[src/rtl/fa_pkg.sv]
// shared types, codes and constants of the frame accumulator
`timescale 1ns / 1ps
package fa_pkg;

  localparam int unsigned FA_MAX_PIXELS = 65536;
  localparam int unsigned FA_CH_W       = 8;
  localparam int unsigned FA_WEIGHT_W   = 10;
  localparam int unsigned FA_FRAME_W    = 17;
  localparam int unsigned FA_CFG_IDX_W  = 2;
  localparam int unsigned FA_CFG_DATA_W = 17;
  localparam int unsigned FA_WEIGHT_MAX = 512;
  localparam int unsigned FA_FRAME_RST  = 65536;
  localparam int unsigned FA_WEIGHT_RST = 128;

  typedef enum logic [1:0] {
    FA_M_AVERAGE  = 2'd0,
    FA_M_SQUARE   = 2'd1,
    FA_M_PRODUCT  = 2'd2,
    FA_M_WEIGHTED = 2'd3
  } fa_method_e;

  typedef enum logic [FA_CFG_IDX_W-1:0] {
    FA_CFG_METHOD = 2'd0,
    FA_CFG_WEIGHT = 2'd1,
    FA_CFG_FRAME  = 2'd2
  } fa_cfg_idx_e;

  typedef struct packed {
    logic [FA_CH_W-1:0] in_ch0;
    logic [FA_CH_W-1:0] in_ch1;
    logic [FA_CH_W-1:0] in_ch2;
  } fa_pix_in_t;

  typedef struct packed {
    logic [FA_CH_W-1:0] out_ch0;
    logic [FA_CH_W-1:0] out_ch1;
    logic [FA_CH_W-1:0] out_ch2;
    logic               frame_last;
  } fa_pix_out_t;

  typedef struct packed {
    logic [FA_CFG_IDX_W-1:0]  reg_idx;
    logic [FA_CFG_DATA_W-1:0] wdata;
  } fa_cfg_t;

  typedef struct packed {
    fa_method_e             method;
    logic [FA_WEIGHT_W-1:0] weight;
  } fa_lane_cfg_t;

endpackage

[src/rtl/fa_lane.sv]
// one color channel: combines stored and incoming value, rounds and saturates
`timescale 1ns / 1ps
module fa_lane (
  input  fa_pkg::fa_lane_cfg_t         cfg_i,
  input  logic [fa_pkg::FA_CH_W-1:0]   acc_i,
  input  logic [fa_pkg::FA_CH_W-1:0]   pix_i,
  output logic [fa_pkg::FA_CH_W-1:0]   res_o
);

  logic [8:0]         avg_sum;
  logic [8:0]         avg_res;
  logic [15:0]        sq_prod;
  logic [16:0]        sq_sum;
  logic signed [8:0]  wt_diff;
  logic signed [19:0] wt_prod;
  logic signed [20:0] wt_val;
  logic [12:0]        wt_quo;
  logic [7:0]         wt_rem;
  logic               wt_inc;
  logic [12:0]        wt_rnd;
  logic [7:0]         avg_out;
  logic [7:0]         sq_out;
  logic [7:0]         wt_out;

  always_comb begin
    // half of the sum, ties to even
    avg_sum = {1'b0, acc_i} + {1'b0, pix_i};
    avg_res = {1'b0, avg_sum[8:1]} + {8'd0, avg_sum[0] & avg_sum[1]};
    avg_out = (avg_res > 9'd255) ? 8'd255 : avg_res[7:0];

    sq_prod = {8'd0, pix_i} * {8'd0, pix_i};
    sq_sum  = {9'd0, acc_i} + {1'b0, sq_prod};
    sq_out  = (sq_sum > 17'd255) ? 8'd255 : sq_sum[7:0];

    // acc*256 + w*(in-acc) in signed q.8
    wt_diff = $signed({1'b0, pix_i}) - $signed({1'b0, acc_i});
    wt_prod = 20'($signed({1'b0, cfg_i.weight})) * 20'(wt_diff);
    wt_val  = $signed({5'd0, acc_i, 8'd0}) + 21'(wt_prod);
    wt_quo  = wt_val[20:8];
    wt_rem  = wt_val[7:0];
    wt_inc  = (wt_rem > 8'd128) || ((wt_rem == 8'd128) && wt_quo[0]);
    wt_rnd  = wt_quo + {12'd0, wt_inc};
    if (wt_val <= 21'sd0) begin
      wt_out = 8'd0;
    end else if (wt_rnd > 13'd255) begin
      wt_out = 8'd255;
    end else begin
      wt_out = wt_rnd[7:0];
    end
  end

  always_comb begin
    case (cfg_i.method) inside
      fa_pkg::FA_M_AVERAGE:                        res_o = avg_out;
      fa_pkg::FA_M_SQUARE, fa_pkg::FA_M_PRODUCT:   res_o = sq_out;
      fa_pkg::FA_M_WEIGHTED:                       res_o = wt_out;
      default:                                     res_o = avg_out;
    endcase
  end

endmodule

[config.mk]
export PLATFORM = sky130hd
export DESIGN_NAME = fa_lane
export DESIGN_NICKNAME = d
export VERILOG_FILES = /design/src/rtl/fa_pkg.sv /design/src/rtl/fa_lane.sv
export SDC_FILE = /design/constraint.sdc
export NUM_CORES = 1
export LEC_CHECK = 0
export BUFFER_PORTS_ARGS = -buffer_cell sky130_fd_sc_hd__clkbuf_2
export CORE_UTILIZATION = 58
export DETAILED_ROUTE_END_ITERATION = 6
export GPL_TIMING_DRIVEN = 0
export PLACE_DENSITY = 0.84
export SLEW_MARGIN = 20
export SYNTH_ARGS = -nofsm -noshare
export SYNTH_HDL_FRONTEND = slang
export SYNTH_SLANG_ARGS = --single-unit
export TNS_END_PERCENT = 1
[constraint.sdc]
create_clock -name vclk -period 9.7
set_input_delay 0.97 -clock vclk [all_inputs]
set_output_delay 0.97 -clock vclk [all_outputs]
set_load 0.005 [all_outputs]
======== Yosys cells after proc, flatten, opt, wreduce, memory -nomap -nowiden ========
Cells that the tools add are included.
word-level totals
  output and inout port bits .............. 8
  input bits .............................. 28
  flip-flop bits (word level) ............. 0
  logic and storage cells ................. 29
operators by class
  $mul .................................... 2
  bitwise gates (word level) .............. 1
  $add $sub $neg .......................... 6
  reduce and logical (&&, ||, !) cells .... 4
  magnitude comparators ................... 5
  muxes and demuxes ....................... 7
  eq/ne operators ......................... 4
operators with widths
  cell                                                             count
  two-way mux 8 bit                                                7
  adder 17 x 20 -> 21 bit                                          1
  <= comparator 21 x 1 -> 1 bit (second input constant)            1
  multiplier 11 x 9 -> 20 bit                                      1
  adder 8 x 16 -> 17 bit                                           1
  greater-than comparator 17 x 8 -> 1 bit (second input constant)  1
  multiplier 8 x 8 -> 16 bit                                       1
  adder 13 x 1 -> 13 bit                                           1
  greater-than comparator 13 x 8 -> 1 bit (second input constant)  1
  adder 8 x 1 -> 9 bit                                             1
  adder 8 x 8 -> 9 bit                                             1
  greater-than comparator 9 x 8 -> 1 bit (second input constant)   1
  subtractor 8 x 8 -> 9 bit                                        1
  equality test 8 bit (second input constant)                      1
  greater-than comparator 8 bit (second input constant)            1
  equality test 2 bit (second input constant)                      2
  equality test 2 x 1 -> 1 bit (second input constant)             1
  logical NOT 2 bit                                                1
  OR reduction 2 bit                                               1
  bitwise AND 1 bit                                                1
  logical AND 1 bit                                                1
  logical OR 1 bit                                                 1

======== Logic depth before layout (Yosys ltp) ========
  depth in word-level cells ............... 13
  gate-level depth with buffers ........... 32
  mapped depth without buffers ............ 31

======== Least setup slack after synthesis ========
Ideal clock, no wire load.
  path type ............................... input to output
  start ................................... in pix_i[0] (netlist name)
  end ..................................... out res_o[6] (netlist name)
  buffers on the path ..................... 1
  setup slack ............................. 652 ps
  stages on the path ...................... 29
  arrival time ............................ 8,078 ps
  cells stage by stage .................... inv_1 -> ha_1 -> fa_1 -> nor2b_1 -> o21ai_0 -> a21oi_1 -> o21ai_0 -> a21oi_1 -> o21ai_0 -> nand2b_1 -> clkbuf_1 -> nor2_1 -> fa_1 -> fa_1 -> fa_1 -> fa_1 -> inv_1 -> fa_1 -> inv_1 -> ha_1 -> o211a_1 -> a21boi_1 -> or3_1 -> and2_1 -> or4_1 -> or4_1 -> o31a_1 -> a21oi_1 -> o22ai_1
on the way
  word-level cells in the longest chain between the ends .. 13
ends and longest elaborated chain
  element                                                           line           text
  start: declaration                                                fa_lane.sv:6   input logic [fa_pkg::FA_CH_W-1:0] pix_i,
  branches (longest 12 deep; another with adder 17 x 20 -> 21 bit)  --
  two-way mux 8 bit (*)                                             fa_lane.sv:53  case (cfg_i.method) inside
  end: declaration                                                  fa_lane.sv:7   output logic [fa_pkg::FA_CH_W-1:0] res_o
Mark *: on every way between the ends.

======== Worst setup path after layout ========
  start ................................... in pix_i[1] (netlist name)
  end ..................................... out res_o[6] (netlist name)
The elaborated chain is that of the path after synthesis.

==> results.py <==
metrics = {
    "synth": {
        "yosysTopAreaCellShare": 0.2968,
        "synth_top_cell_by_area": "fa_1",
        "syn_area_sq_mm": 0.006744,
        "synth_fp_nets": 1060,
        "synthTopCellsByArea": "fa_1 (30%), ha_1 (21%), inv_1 (7.6%), and2_1 (5.4%), a21oi_1 (3.0%)",
        "syn_inst": 821,
        "avgSynthCellArea_sq_um": 8.214,
        "ys_seq_area_frac": 0,
        "netlist-cell-type-count": 64,
        "yosysWarnings": 0,
    },
    "detailed_routing": {
        "drtIter0Drc": 309,
        "antenna_left": 0,
        "routed_wirelength_um": 15920,
        "drt_first_pass_iters": 5,
        "vias_per_cell": 5.846,
        "drc_errors": 0,
        "wl_per_cell_um": 15.68,
        "num_vias": 5934,
    },
    "placement": {
        "gp_congestion": 0.9386,
        "placed_cells": 1000,
        "port_buffers": 36,
        "dpl.hpwl_um": 13070,
    },
    "sta": {
        "hold_viol": 0,
        "max_freq_mhz": 104.6,
        "slew_headroom": 0.4290,
        "setup_viol_count_final": 0,
        "finalCriticalPeriod_ns": 9.556,
        "period_share": 0.9851,
        "worstMarginPinSlew_ns": 0.8533,
        "hold_ws_ns": 2.493,
        "maxSlewViolCount": 0,
        "rsz0062_at_grt": "yes",
    },
    "die": {
        "num_rows": 39,
        "die_area_sq_mm": 0.01206,
        "ioPinCount": 36,
        "floorplan.core_area_sq_mm": 0.01137,
        "die_h_um": 109.8,
        "die_w_um": 109.8,
        "initial_utilization": 0.5932,
    },
    "global_routing": {
        "grt_pass1_wl_um": 24870,
        "grt_pass1_vias": 5567,
        "grt_util_all_layers": 0.2582,
        "grt_overflow_total": 0,
        "antenna_found_initial": 0,
        "grt_max_degree": 13,
    },
    "flow_run": {
        "cap_violations": 0,
    },
    "cells_and_area": {
        "area_delta_synth_final_pct": 11.08,
        "layout.nets": 1113,
        "diodes": 0,
        "final_cells": 1015,
        "seq_area_sq_um": 0,
        "clkbuf_count": 0,
        "drive_gt1_frac": 0.1273,
        "nFlopsAndLatches": 0,
    },
    "cts": {
        "postCtsHoldBufs": 0,
    },
    "critical_path": {
        "path_max_fanout": 9,
        "cp_slowest_cell": "fa_2",
        "end_kind": "output pin",
        "critPathMaxStageDelay_ns": 0.59,
        "path_depth": 28,
        "start_kind": "input port",
        "path_buf_inv": 3,
        "worstPathRequired_ns": 8.73,
        "crit_type": "input port to output pin",
        "crit_path_frequent_cell": "fa_1",
        "crit_family": "adder cells",
        "cp.arrival_ns": 8.59,
    },
    "hold_path": {
        "min_path_cells": 5,
        "hp-class": "input port to output pin",
    },
    "outcome": {
        "status": "finished clean",
    },
}
[cells in the final DEF, fill, tap and decap left out, types with 6 or more instances in the layout]
cell type	n
nand3_1	9
nand4_1	8
o211ai_1	14
xor2_1	10
nor3_1	10
o21ai_1	12
nand2b_1	26
a21o_1	12
fa_1	95
or2_2	6
and3_1	7
a21oi_1	33
a21oi_2	7
clkbuf_1	11
nor2b_1	13
xnor2_1	17
buf_4	18
and2_1	56
ha_4	6
ha_1	103
clkbuf_2	33
nand2_1	51
inv_1	133
o21ai_0	26
nor2_1	48
[stage by stage]
step / area (sq um) / TNS, ns / worst slack, ns / util
after floorplan: 6744 / 0 / 0.6525 / -
after global placement: 7103 / -3.416 / -0.4658 / 0.6247
after detailed placement: 7103 / -3.957 / -0.5308 / 0.6247
after CTS: 7219 / 0 / 0.006607 / 0.6350
after global routing: 7491 / -0.5234 / -0.1170 / 0.6589
final: 7491 / 0 / 0.1441 / 0.6589
[timing repair]
action	CTS	global route
pin swaps	5	23
endpoints found under the setup margin	8	8
buffers inserted	6	10
gates resized for setup	19	51
[synth_stat cells (20+ instances only)]
master / n
inv_1: 136
ha_1: 111
fa_1: 100
and2_1: 58
nand2_1: 51
nor2_1: 51
a21oi_1: 40
o21ai_0: 33
nand2b_1: 26
xnor2_1: 20
[area by class of cell]
cell class / instances / area (sq um)
buffer: 15 / 68.82
fill: 926 / 3879
inverter: 136 / 510.5
multi-input combinational: 669 / 6421
tap: 143 / 178.9
timing repair buffer: 52 / 311.5
[routing by layer]
metal / global-route usage / part of all wire
met2: 0.4938 / 0.53
met4: 0.04952 / 0.020
met5: 0 / 0
met3: 0.01186 / 0.040
met1: 0.3194 / 0.41
[cell families after synthesis]
kind of cell | share of synthesized area
muxes | 0.009276
AOI/OAI and AO/OA | 0.1571
xor gates and xnor gates | 0.03896
and+or+nand+nor | 0.2071
adders and majority gates | 0.5028
buffers and inverters | 0.08479
[path summary, 6_finish.rpt]
kind,start,endpoint
setup / recovery,pix_i[1],res_o[6]
hold / removal,acc_i[1],res_o[1]
Power is not shown: default switching activity piles up to over one toggle a cycle in this logic, so the estimate is an artifact.
